## config.mk

```make
export PLATFORM = sky130hd
export DESIGN_NAME = emt_lane
export DESIGN_NICKNAME = d
export VERILOG_FILES = /design/src/rtl/emt_pkg.sv /design/src/rtl/emt_lane.sv
export SDC_FILE = /design/constraint.sdc
export NUM_CORES = 2
export LEC_CHECK = 0
export BUFFER_PORTS_ARGS = -buffer_cell sky130_fd_sc_hd__buf_2
export CAP_MARGIN = 20
export CORE_ASPECT_RATIO = 1.2
export CORE_MARGIN = 8
export CORE_UTILIZATION = 51
export DETAILED_ROUTE_END_ITERATION = 16
export PLACE_DENSITY = 0.67
export SETUP_SLACK_MARGIN = 0.3
export SLEW_MARGIN = 20
export SYNTH_ARGS = -nofsm -noshare
export SYNTH_HDL_FRONTEND = slang
export SYNTH_SLANG_ARGS = --single-unit
```

## constraint.sdc

```tcl
create_clock -name clk -period 12.55 [get_ports clk]
set_input_delay 1.8825 -clock clk [delete_from_list [all_inputs] [get_ports clk]]
set_output_delay 1.8825 -clock clk [all_outputs]
set_load 0.1 [all_outputs]
```

## src/rtl/emt_pkg.sv

```systemverilog
package emt_pkg;

    localparam int NUM_STATES_DEF   = 4;
    localparam int NUM_CONTROLS_DEF = 2;
    localparam int MAX_NODES_DEF    = 256;
    localparam int MAX_REGIONS_DEF  = 128;
    localparam int FRAC_BITS_DEF    = 16;

    localparam int IN_STATES = 4;
    localparam int PROD_W    = 64;
    localparam int ACC_W     = 80;

    localparam logic [2:0] REQ_COEFF  = 3'd0;
    localparam logic [2:0] REQ_NODE   = 3'd1;
    localparam logic [2:0] REQ_GAIN   = 3'd2;
    localparam logic [2:0] REQ_GOFF   = 3'd3;
    localparam logic [2:0] REQ_EVAL   = 3'd4;

    localparam logic REG_STATES   = 1'b0;
    localparam logic REG_CONTROLS = 1'b1;

    typedef struct packed {
        logic [2:0]         req_type;
        logic [7:0]         table_index;
        logic [1:0]         element_index;
        logic               control_index;
        logic signed [31:0] load_value;
        logic [8:0]         left_link;
        logic [8:0]         right_link;
        logic [6:0]         leaf_region;
        logic signed [31:0] state_0;
        logic signed [31:0] state_1;
        logic signed [31:0] state_2;
        logic signed [31:0] state_3;
    } req_t;

    typedef struct packed {
        logic [6:0]         region;
        logic               action_index;
        logic signed [31:0] control_value;
        logic               walk_error;
        logic               last;
    } rsp_t;

    typedef struct packed {
        logic [1:0]  index;
        logic [31:0] data;
    } cfg_t;

endpackage

```

## src/rtl/emt_lane.sv

```systemverilog
module emt_lane
(
    input  logic               clk,
    input  logic signed [31:0] coef,
    input  logic signed [31:0] xval,
    input  logic               use_lane,
    output logic signed [63:0] prod
);
    import emt_pkg::*;

    logic signed [63:0] prod_reg;
    logic signed [63:0] prod_next;

    assign prod_next = use_lane ? coef * xval : 64'sd0;

    always_ff @(posedge clk)
    begin
        prod_reg <= prod_next;
    end

    assign prod = prod_reg;
endmodule

```

==> results.yml <==
status:
  outcome: "finished, final reports clean"
global_route:
  antenna_found_initial: 10
  grt_pass1_vias: 29836
  grt_max_degree: 66
  grt_overflow: 0
  grt_use_total_pct: 25.4
  grt_pass1_wl_um: 164000
worst_setup_path:
  crit_type: "input pin to flop"
  worstPathArrival_ns: 10.45
  crit_end: "prod[63]"
  crit_start: "coef[31]"
  cp_max_fo: 32
  critical_path_required_ns: 12.78
  end_kind: "flop"
  startpoint_type: "input pin"
synth:
  synth_ff_type: "dfxtp_1"
  synthTopCellsByArea: "fa_1 57%, inv_1 9.4%, and2_1 9.4%, ha_1 6.1%, nand2_1 5.1%"
  synth-edff-count: 0
  synth_area_leader_cell: "fa_1"
  synth.distinct_cells: 60
  synth.most_common_cell: "fa_1"
  syn_area_per_cell_um2: 9.47
  synthTopCellsByCount: "1,082 x fa_1, 952 x inv_1, 571 x and2_1, 519 x nand2_1, 211 x clkbuf_1"
  ys_seq_area_share_pct: 3.39
  netlist_area_mm2: 0.0378
  ys_ff_latch: 64
  synth_top_cell_area_share_pct: 57.2
  synth_cells: 3995
  synth_fp_nets: 5327
  yosys_warnings: 0
  async_flop_share_pct: 0
cells_and_area:
  area_delta_synth_final_pct: 3.64
  drive_gt1_share_pct: 4.15
  largest_reg_flops: 64
  fin_cells: 4875
  fin_area_mm2: 0.0392
  multi_input_area_mm2: 0.0322
  nNetsFinal: 5253
  n_fill_cell: 6751
  seqCellArea_mm2: 0.00128
routing:
  routed_via_density: 5.39
  first_pass_iters: 5
  first_iter_violations: 1450
  antenna_left: 0
  drc: 0
  totalWireLength_um: 102000
  vias: 26262
  wl_per_cell_um: 20.9
sta:
  tightest_slew_ns: 0.932
  clock.fmax_mhz: 97.9
  slew_viol_final: 0
  finalSetupTns_ns: 0
  min_period_ns: 10.21
  rsz0062_at_grt: "false"
  setup_viol: 0
  fin_hold_ws_ns: 2.12
  relSlewSlack_pct: 37.9
  fin_crit_sh_pct: 81.4
  finalHoldViolCount: 0
hold_path:
  min_path_type: "input pin to flop"
placed_design:
  io_buffers: 129
  place_congestion: 0.910
  dpl_cell_area_mm2: 0.0389
  dp_cells: 4853
  hpwl_um: 84000
die:
  rows: 109
  start_util_pct: 51.5
  dieArea_mm2: 0.0832
  die_w_um: 265
  die_y_um: 314
  io_pins: 130
  core_mm2: 0.0735
clock_network:
  cts_root_buffer: "clkbuf_16"
  cts_tree: "done"
  holdBufCountCts: 0
  cts_resized: 0
  numCtsBuffers: 9
  post_cts_buffers: 0
  cts_buffer_depth: 2
  htreeDepth: 3
  clk_pin_slew_ns: 0.06
  clkSinkCount: 64
flow_run:
  maxCapViolations: 0
cells by family (layout without fill, tap and decap cells):
kind of cell	count (synthesis)	in the layout	share of synthesized area, %
simple gates	1212	1212	16.3
compound gates	213	213	3.73
other cells	0	6	0
buf+inv	1169	1100	11.6
mux	1	1	0.0265
flops	64	64	3.39
xor+xnor	70	70	1.62
fa+ha+maj	1266	1266	63.3
placed cells by master (no fill, tap or decap), types with 3 or more instances in the layout:
master,n
nor3_1,7
xor2_1,21
a41oi_1,3
nor2_1,51
a211oi_1,4
buf_2,129
o21ai_0,32
fa_1,1082
xnor2_1,49
a21o_1,40
clkbuf_16,9
a21oi_1,62
nand4_1,8
and4_1,4
o21bai_1,13
o21a_1,5
and2_1,571
dfxtp_1,64
o211ai_1,7
nand2b_1,10
nand3_1,16
inv_1,951
a31oi_1,11
and3_1,10
o21ai_1,10
a221oi_1,4
diode_2,6
ha_1,184
buf_4,3
nand2_1,519
per-layer routing:
layer | global-route usage, % | share of wire [%] | wire length, um | vias up
li1 | - | - | - | 11246
met1 | 27.4 | 34 | 34600 | 14020
met2 | 47.3 | 55 | 56000 | 700
met3 | 2.54 | 3.5 | 3550 | 292
met4 | 16.0 | 7.5 | 7630 | 4
met5 | 0 | 0.024 | 24 | -
how the worst min path moves through the flow:
stage / slack, ns / endpoint / startpoint / cells after the start
finish: 2.12 / prod[0] / xval[0] / 2
global route: 2.14 / prod[0] / xval[0] / 2
CTS: 2.11 / prod[0] / xval[0] / 2
detailed placement: 2.43 / prod[0] / prod[0] / 1
global placement: 2.43 / prod[0] / prod[0] / 1
floorplan: 2.03 / prod[0] / coef[0] / 1
stage by stage:
stage / util (%) / setup slack, ns
3_3_place_gp: 52.9 / 2.19
5_1_grt: 53.3 / 1.79
6_report: 53.4 / 2.34
2_1_floorplan: - / 3.14
4_1_cts: 53.3 / 2.40
3_5_place_dp: 52.9 / 2.05
area by class of cell:
| cell class | count | share of cell area [%] |
|---|---|---|
| antenna | 6 | 0.0383 |
| timing repair buffer | 132 | 1.70 |
| clock buffer | 12 | 0.654 |
| tap | 943 | 3.01 |
| inverter | 952 | 9.11 |
| clock inverter | 4 | 0.195 |
| multi-input combinational | 2762 | 82.0 |
| sequential | 64 | 3.27 |
worst max-delay path, stage by stage:
cell and delay, ns:
buf_2 0.50, nand2_1 0.24, inv_1 0.14, fa_1 0.40, inv_1 0.25, fa_1 0.47
inv_1 0.23, fa_1 0.50, fa_1 0.83, inv_1 0.37, fa_1 0.58, inv_1 0.06
fa_1 0.54, inv_1 0.05, fa_1 0.47, inv_1 0.05, fa_1 0.45, ha_1 0.33
a21oi_1 0.25, o21ai_0 0.16, a21o_1 0.22, a221oi_1 0.28, a21oi_1 0.16, a221oi_1 0.46
o221a_1 0.29, o21ai_0 0.08, and3b_1 0.18
Power is not shown: default switching activity piles up to over one toggle a cycle in this logic, so the estimate is an artifact.
