`src/rtl/emt_pkg.sv`:
```
package emt_pkg;

    localparam int NUM_STATES_DEF   = 4;
    localparam int NUM_CONTROLS_DEF = 2;
    localparam int MAX_NODES_DEF    = 256;
    localparam int MAX_REGIONS_DEF  = 128;
    localparam int FRAC_BITS_DEF    = 16;

    localparam int IN_STATES = 4;
    localparam int PROD_W    = 64;
    localparam int ACC_W     = 80;

    localparam logic [2:0] REQ_COEFF  = 3'd0;
    localparam logic [2:0] REQ_NODE   = 3'd1;
    localparam logic [2:0] REQ_GAIN   = 3'd2;
    localparam logic [2:0] REQ_GOFF   = 3'd3;
    localparam logic [2:0] REQ_EVAL   = 3'd4;

    localparam logic REG_STATES   = 1'b0;
    localparam logic REG_CONTROLS = 1'b1;

    typedef struct packed {
        logic [2:0]         req_type;
        logic [7:0]         table_index;
        logic [1:0]         element_index;
        logic               control_index;
        logic signed [31:0] load_value;
        logic [8:0]         left_link;
        logic [8:0]         right_link;
        logic [6:0]         leaf_region;
        logic signed [31:0] state_0;
        logic signed [31:0] state_1;
        logic signed [31:0] state_2;
        logic signed [31:0] state_3;
    } req_t;

    typedef struct packed {
        logic [6:0]         region;
        logic               action_index;
        logic signed [31:0] control_value;
        logic               walk_error;
        logic               last;
    } rsp_t;

    typedef struct packed {
        logic [1:0]  index;
        logic [31:0] data;
    } cfg_t;

endpackage

```
`src/rtl/emt_merge.sv`:
```
module emt_merge #(
    parameter int NUM_STATES = emt_pkg::NUM_STATES_DEF,
    parameter int FRAC_BITS  = emt_pkg::FRAC_BITS_DEF
)
(
    input  logic                             clk,
    input  logic signed [NUM_STATES-1:0][63:0] prods,
    input  logic signed [31:0]               offset,
    input  logic                             sub_offset,
    output logic signed [emt_pkg::ACC_W-1:0] sum
);
    import emt_pkg::*;

    logic signed [ACC_W-1:0] sum_reg;
    logic signed [ACC_W-1:0] sum_next;
    logic signed [ACC_W-1:0] off_ext;

    always_comb
    begin
        off_ext = ACC_W'(offset) <<< FRAC_BITS;
        sum_next = sub_offset ? -off_ext : off_ext;
        for (int i = 0; i < NUM_STATES; i++)
        begin
            sum_next = sum_next + ACC_W'($signed(prods[i]));
        end
    end

    always_ff @(posedge clk)
    begin
        sum_reg <= sum_next;
    end

    assign sum = sum_reg;
endmodule

```
`config.mk`:
```
export PLATFORM = sky130hd
export DESIGN_NAME = emt_merge
export DESIGN_NICKNAME = d
export VERILOG_FILES = /design/src/rtl/emt_pkg.sv /design/src/rtl/emt_merge.sv
export SDC_FILE = /design/constraint.sdc
export NUM_CORES = 1
export LEC_CHECK = 0
export BUFFER_PORTS_ARGS = -buffer_cell sky130_fd_sc_hd__buf_4
export CORE_ASPECT_RATIO = 0.9
export CORE_MARGIN = 2
export CORE_UTILIZATION = 55
export CTS_CLUSTER_DIAMETER = 50
export DETAILED_ROUTE_END_ITERATION = 10
export PLACE_DENSITY_LB_ADDON = 0.1
export SYNTH_ARGS = -nofsm -noshare
export SYNTH_HDL_FRONTEND = slang
export SYNTH_SLANG_ARGS = --single-unit
```
`constraint.sdc`:
```
create_clock -name clk -period 7 [get_ports clk]
set_input_delay 1.05 -clock clk [delete_from_list [all_inputs] [get_ports clk]]
set_output_delay 1.05 -clock clk [all_outputs]
set_load 0.03 [all_outputs]
```
==> impl_metrics.json, run 1 <==
{
  "hold_violations": 0,
  "clock_sinks": 80,
  "die_h_um": 152,
  "required_ps": 7280,
  "finalCriticalPeriod_ps": 6290,
  "die_area_um2": 25500,
  "fin_crit_sh_pct": 89.9,
  "cp_slowest_cell": "or4_1",
  "placementRows": 54,
  "max_stage_delay_ps": 820,
  "muxShareOfSynthArea_pct": 0.150,
  "detail_route.wl_per_cell_um": 14.8,
  "clock-root-buffer": "clkbuf_16",
  "dp.cells": 2294,
  "grt_max_degree": 36,
  "crit_buf_inv": 2,
  "cts_buffers": 9,
  "yosys.cell_types.count": 75,
  "yosysWarnings": 0,
  "hold_buffers": 0,
  "drt-total-wl_mm": 34.3,
  "utilization_pct": 69.4,
  "globalRouteTotalUtil_pct": 27.4,
  "synth_top_family_by_area": "adder cells",
  "grt_pass1_wl_mm": 56.4,
  "endpoint_kind": "flip-flop",
  "synth.ff_latch_count": 80,
  "core_area_um2": 24100,
  "cts_tree": "yes",
  "dr.pass1.iters": 5,
  "place_ws_ps": 427,
  "worst_pin_slew_ps": 1000,
  "worstHoldPathType": "in -> reg",
  "syn_area_um2": 13300,
  "path_class": "in -> reg",
  "cpMostUsedCell": "a21oi_1",
  "synth-simple-area-share_pct": 9.65,
  "synth-main-ff-cell": "dfxtp_1",
  "seqPwrFrac_pct": 12.6,
  "critPathCapture": "sum[78]",
  "grt_overflow": 0,
  "path_depth": 20,
  "tns_ps": 0,
  "via_per_inst": 5.11,
  "drive_gt1_share_pct": 21.1,
  "largest_reg_flops": 80,
  "final_antenna_net_count": 0,
  "pin_count": 370,
  "syn-num-nets": 2237,
  "swShare_pct": 52.3,
  "drc": 0,
  "fp.dieW_um": 168,
  "synth_area_leaders": "fa_1, inv_1, dfxtp_1",
  "mostFrequentLayoutCell": "inv_1",
  "fin_cells": 2311,
  "combPwrFrac_pct": 79.1,
  "crit_chain": "buf_4 > nor4_1 > nand2_1 > or3_1 > nor3_1 > nand4_1 > or4_1 > a21oi_1 > inv_1 > fa_1 > ha_1 > a21oi_1 > o21ai_1 > a221o_1 > a31oi_1 > o21ai_0 > a221o_1 > a41o_1 > a21oi_1 > xnor2_1",
  "seqCellArea_um2": 1600,
  "hpwl_mm": 29.6,
  "drt_iter0_markers": 714,
  "initial_utilization_pct": 55.5,
  "p_leak_uw": 0.00943,
  "port_buffers": 369,
  "htreeDepth": 3,
  "finalSetupViolations": 0,
  "multi_input_area_um2": 9500,
  "async_reset_ff_share_pct": 0,
  "status": "finished, final reports clean",
  "fmax_mhz": 159,
  "p_switching_uw": 3470,
  "path_clk_slew_ps": 60,
  "power_per_cell_area_nw_per_um2": 398,
  "gp_congestion": 0.921,
  "first_global_vias": 12000,
  "startpoint": "offset[5]",
  "drv_cap": 0,
  "synth_xor_area_share_pct": 6.63,
  "maxSlewViolCount": 0,
  "num-nets-final": 2575,
  "relSlewSlack_pct": 33.3,
  "synth-adder-area-share_pct": 37.8,
  "syn_avg_cell_area_um2": 8.05,
  "postCtsSetupRepairBufs": 0,
  "synth_compound_area_share_pct": 16.9,
  "vias": 11800,
  "antenna_found_initial": 1,
  "power.internal_uw": 3170,
  "whs_ps": 917,
  "yosysSeqAreaShare_pct": 12.0,
  "final_cell_mix": "inv_1, buf_4, fa_1",
  "yosysTopAreaCell": "fa_1",
  "yosysTopAreaCellShare_pct": 28.8,
  "cts_max_path_buffers": 2,
  "crit_family": "simple AND/OR/NAND/NOR gates",
  "irDropWorstVdd_v": 0.000197,
  "clkPwrFrac_pct": 8.3,
  "worst_ep_arrival_time_ps": 6570,
  "setup_ws_ps": 708,
  "fillCellCount": 2063,
  "synthCells": 1659,
  "rsz0062_at_grt": "false",
  "area_delta_synth_final_pct": 25.0,
  "worstPathMaxFanout": 15,
  "cts_resized": 0,
  "synth_edf_count": 0,
  "cp-start-kind": "input pin"
}
[cell usage after synthesis, drive strengths merged (2+ instances only)]
master,n
a31oi,10
nor2b,10
o21ba,2
and2,8
nand3b,2
fa,192
a21o,49
nor2,42
a221o,3
o21bai,21
nand4,24
nor4,3
o31ai,15
nand2b,5
dfxtp,80
a21oi,131
or3,10
clkbuf,38
o41ai,4
nand2,80
a41oi,4
o21ai,51
o22ai,4
o21a,12
o31a,3
a21boi,4
mux2i,2
and4,5
ha,96
or4,6
inv,551
xnor2,48
nand3,26
nor3,15
a211oi,3
and3,13
a311oi,4
a221oi,3
or2,4
o2111ai,2
buf,7
xor2,53
[power groups by stage]
stage | Sequential [uW] | Clock (uW) | Combinational [uW]
after CTS | 843 | 553 | 5220
final | 840 | 550 | 5250
after floorplan | 1320 | 0 | 3260
after global placement | 849 | 0 | 5120
after global routing | 859 | 572 | 5810
after detailed placement | 849 | 0 | 5180
[metal layers]
layer | part of all wire, % | global-route usage (%) | up-vias | wire (um)
li1 | - | - | 5778 | -
met5 | 0 | 0 | - | 0
met3 | 7.1 | 5.87 | 65 | 2440
met2 | 48 | 47.8 | 417 | 16500
met4 | 2.9 | 9.14 | 0 | 1010
met1 | 42 | 34.2 | 5543 | 14300
[logic make-up (layout without fill, tap and decap cells)]
kind of cell | after synthesis | count (layout)
flops | 80 | 80
mux | 2 | 2
fa+ha+maj | 288 | 288
other cells | 0 | 1
xor+xnor | 101 | 101
compound gates | 338 | 338
simple gates | 254 | 254
buf+inv | 596 | 939
[final cells by class]
cell class,count,share of cell area [%]
Sequential cell,80,9.60
Inverter,551,12.4
Multi-Input combinational cell,983,56.9
Tap cell,308,2.31
Antenna cell,1,0.0150
Clock inverter,4,0.442
Timing Repair Buffer,372,16.7
Clock buffer,12,1.60
[worst min-delay path by stage]
| stage | startpoint | end | slack, ps | cells past startpoint |
|---|---|---|---|---|
| final | prods[192] | sum[0] | 920 | 2 |
| after global routing | prods[192] | sum[0] | 920 | 2 |
| after CTS | prods[192] | sum[0] | 920 | 2 |
| after detailed placement | prods[192] | sum[0] | 1280 | 2 |
| after global placement | prods[192] | sum[0] | 1270 | 2 |
| after floorplan | prods[192] | sum[0] | 1180 | 1 |
[through the flow]
step / total power [uW] / cell area [um2]
floorplan: 4580 / 13300
global placement: 5970 / 16300
detailed placement: 6020 / 16300
CTS: 6620 / 16700
global route: 7240 / 16700
finish: 6640 / 16700
(Power assumes the default switching activity.)
==> inputs of run 2 (changes only) <==
- CORE_UTILIZATION: 55 -> 50
==> run 2 against run 1 <==
Fmax grew 1.8%. Clock-buffer cell count rose by 1. Hold slack gained 17 ps. Cell area is essentially flat. Combinational power is essentially flat. Routed wire length decreased by 1.5%. Sequential share of layout area is essentially flat.
==> impl_metrics.json, run 2 (same netlist as run 1, synthesis figures left out) <==
{
  "status": "finished, final reports clean",
  "mostFrequentLayoutCell": "inv_1",
  "cts_tree": "yes",
  "hold_violations": 0,
  "die_h_um": 159,
  "endpoint_kind": "flip-flop",
  "postCtsSetupRepairBufs": 0,
  "fin_crit_sh_pct": 88.3,
  "die_area_um2": 28000,
  "final_antenna_net_count": 0,
  "detail_route.wl_per_cell_um": 14.4,
  "cts_max_path_buffers": 2,
  "worst_pin_slew_ps": 970,
  "grt_pass1_wl_mm": 56.7,
  "clkPwrFrac_pct": 7.2,
  "grt_overflow": 0,
  "worst_ep_arrival_time_ps": 6440,
  "whs_ps": 934,
  "pin_count": 370,
  "maxSlewViolCount": 0,
  "relSlewSlack_pct": 35.2,
  "num-nets-final": 2576,
  "cp_slowest_cell": "fa_1",
  "vias": 11600,
  "initial_utilization_pct": 51.1,
  "grt_max_degree": 36,
  "p_leak_uw": 0.00941,
  "max_stage_delay_ps": 500,
  "total_power_uw": 6540,
  "dr.pass1.iters": 6,
  "fmax_mhz": 162,
  "final_cell_mix": "inv_1, buf_4, fa_1",
  "p_switching_uw": 3440,
  "path_clk_slew_ps": 60,
  "clock_sinks": 80,
  "via_per_inst": 4.95,
  "hpwl_mm": 29.6,
  "startpoint": "offset[5]",
  "cp-start-kind": "input pin",
  "drc": 0,
  "power_per_cell_area_nw_per_um2": 392,
  "antenna_found_initial": 1,
  "path_class": "in -> reg",
  "fp.dieW_um": 176,
  "drt_iter0_markers": 658,
  "first_global_vias": 12000,
  "irDropWorstVdd_v": 0.000184,
  "placementRows": 56,
  "drive_gt1_share_pct": 21.1,
  "port_buffers": 369,
  "utilization_pct": 63.9,
  "finalCriticalPeriod_ps": 6180,
  "worstPathMaxFanout": 8,
  "seqPwrFrac_pct": 12.9,
  "cts_buffers": 9,
  "globalRouteTotalUtil_pct": 24.8,
  "largest_reg_flops": 80,
  "dp.cells": 2335,
  "swShare_pct": 52.7,
  "gp_congestion": 0.930,
  "combPwrFrac_pct": 79.9,
  "power.internal_uw": 3100,
  "fin_cells": 2351,
  "worstHoldPathType": "in -> reg",
  "crit_chain": "buf_4 > nor4_1 > nand2_1 > or3_4 > or2_4 > nor2_4 > nand4_1 > or4_1 > ha_1 > nand2_1 > o21ai_0 > fa_1 > inv_1 > ha_1 > a21o_1 > a21o_1 > a21oi_1 > o21a_1 > o21ai_0 > nor3_1 > o21ai_1 > and2_1 > a21boi_1 > xnor2_1",
  "core_area_um2": 26100,
  "tns_ps": 0,
  "finalSetupViolations": 0,
  "critPathCapture": "sum[70]",
  "rsz0062_at_grt": "false",
  "hold_buffers": 0,
  "drt-total-wl_mm": 33.8,
  "drv_cap": 0,
  "required_ps": 7260,
  "clock-root-buffer": "clkbuf_16",
  "area_delta_synth_final_pct": 25.1,
  "htreeDepth": 3,
  "cts_resized": 0
}
-- run 2: worst min-delay path by stage --
| stage | from | to | slack (ps) | depth (start not counted) |
|---|---|---|---|---|
| 2_1_floorplan | prods[192] | sum[0] | 1180 | 1 |
| 4_1_cts | prods[192] | sum[0] | 930 | 2 |
| 6_report | prods[192] | sum[0] | 930 | 2 |
| 3_5_place_dp | prods[192] | sum[0] | 1290 | 2 |
| 5_1_grt | prods[192] | sum[0] | 930 | 2 |
| 3_3_place_gp | prods[192] | sum[0] | 1270 | 2 |
-- run 2: per-stage QoR --
stage | setup slack, ps | instance area, um2
6_report | 820 | 16700
2_1_floorplan | 802 | 13300
4_1_cts | 811 | 16700
3_3_place_gp | 567 | 16400
5_1_grt | 325 | 16700
3_5_place_dp | 472 | 16400
-- run 2: power groups by stage --
stage | Clock [uW] | Combinational [uW] | Sequential, uW
final | 473 | 5220 | 842
after global routing | 504 | 5810 | 861
after CTS | 485 | 5220 | 843
after detailed placement | 0 | 5190 | 850
after global placement | 0 | 5160 | 850
after floorplan | 0 | 3260 | 1320
-- run 2: layer usage --
layer	wire length, um	global-route usage [%]	vias up
met5	0	0	-
met4	658	5.94	0
met3	2390	4.61	40
met2	16300	42.6	391
met1	14400	32.2	5438
li1	-	-	5777
-- run 2: cell type report --
cell class | count | area [um2]
antenna | 1 | 2.50
clock buffer | 13 | 280
tap | 348 | 435
sequential | 80 | 1600
fill | 2309 | 9440
inverter | 551 | 2070
multi-input combinational | 983 | 9500
clock inverter | 2 | 12.5
timing repair buffer | 373 | 2800
-- run 2: worst max-delay path: cells and delay by family --
family / cells / cell delay, ps
xor gates and xnor gates: 1 / 160
AOI/OAI and AO/OA: 8 / 1300
and+or+nand+nor: 10 / 2580
adders and majority gates: 3 / 1190
buffers and inverters: 2 / 160
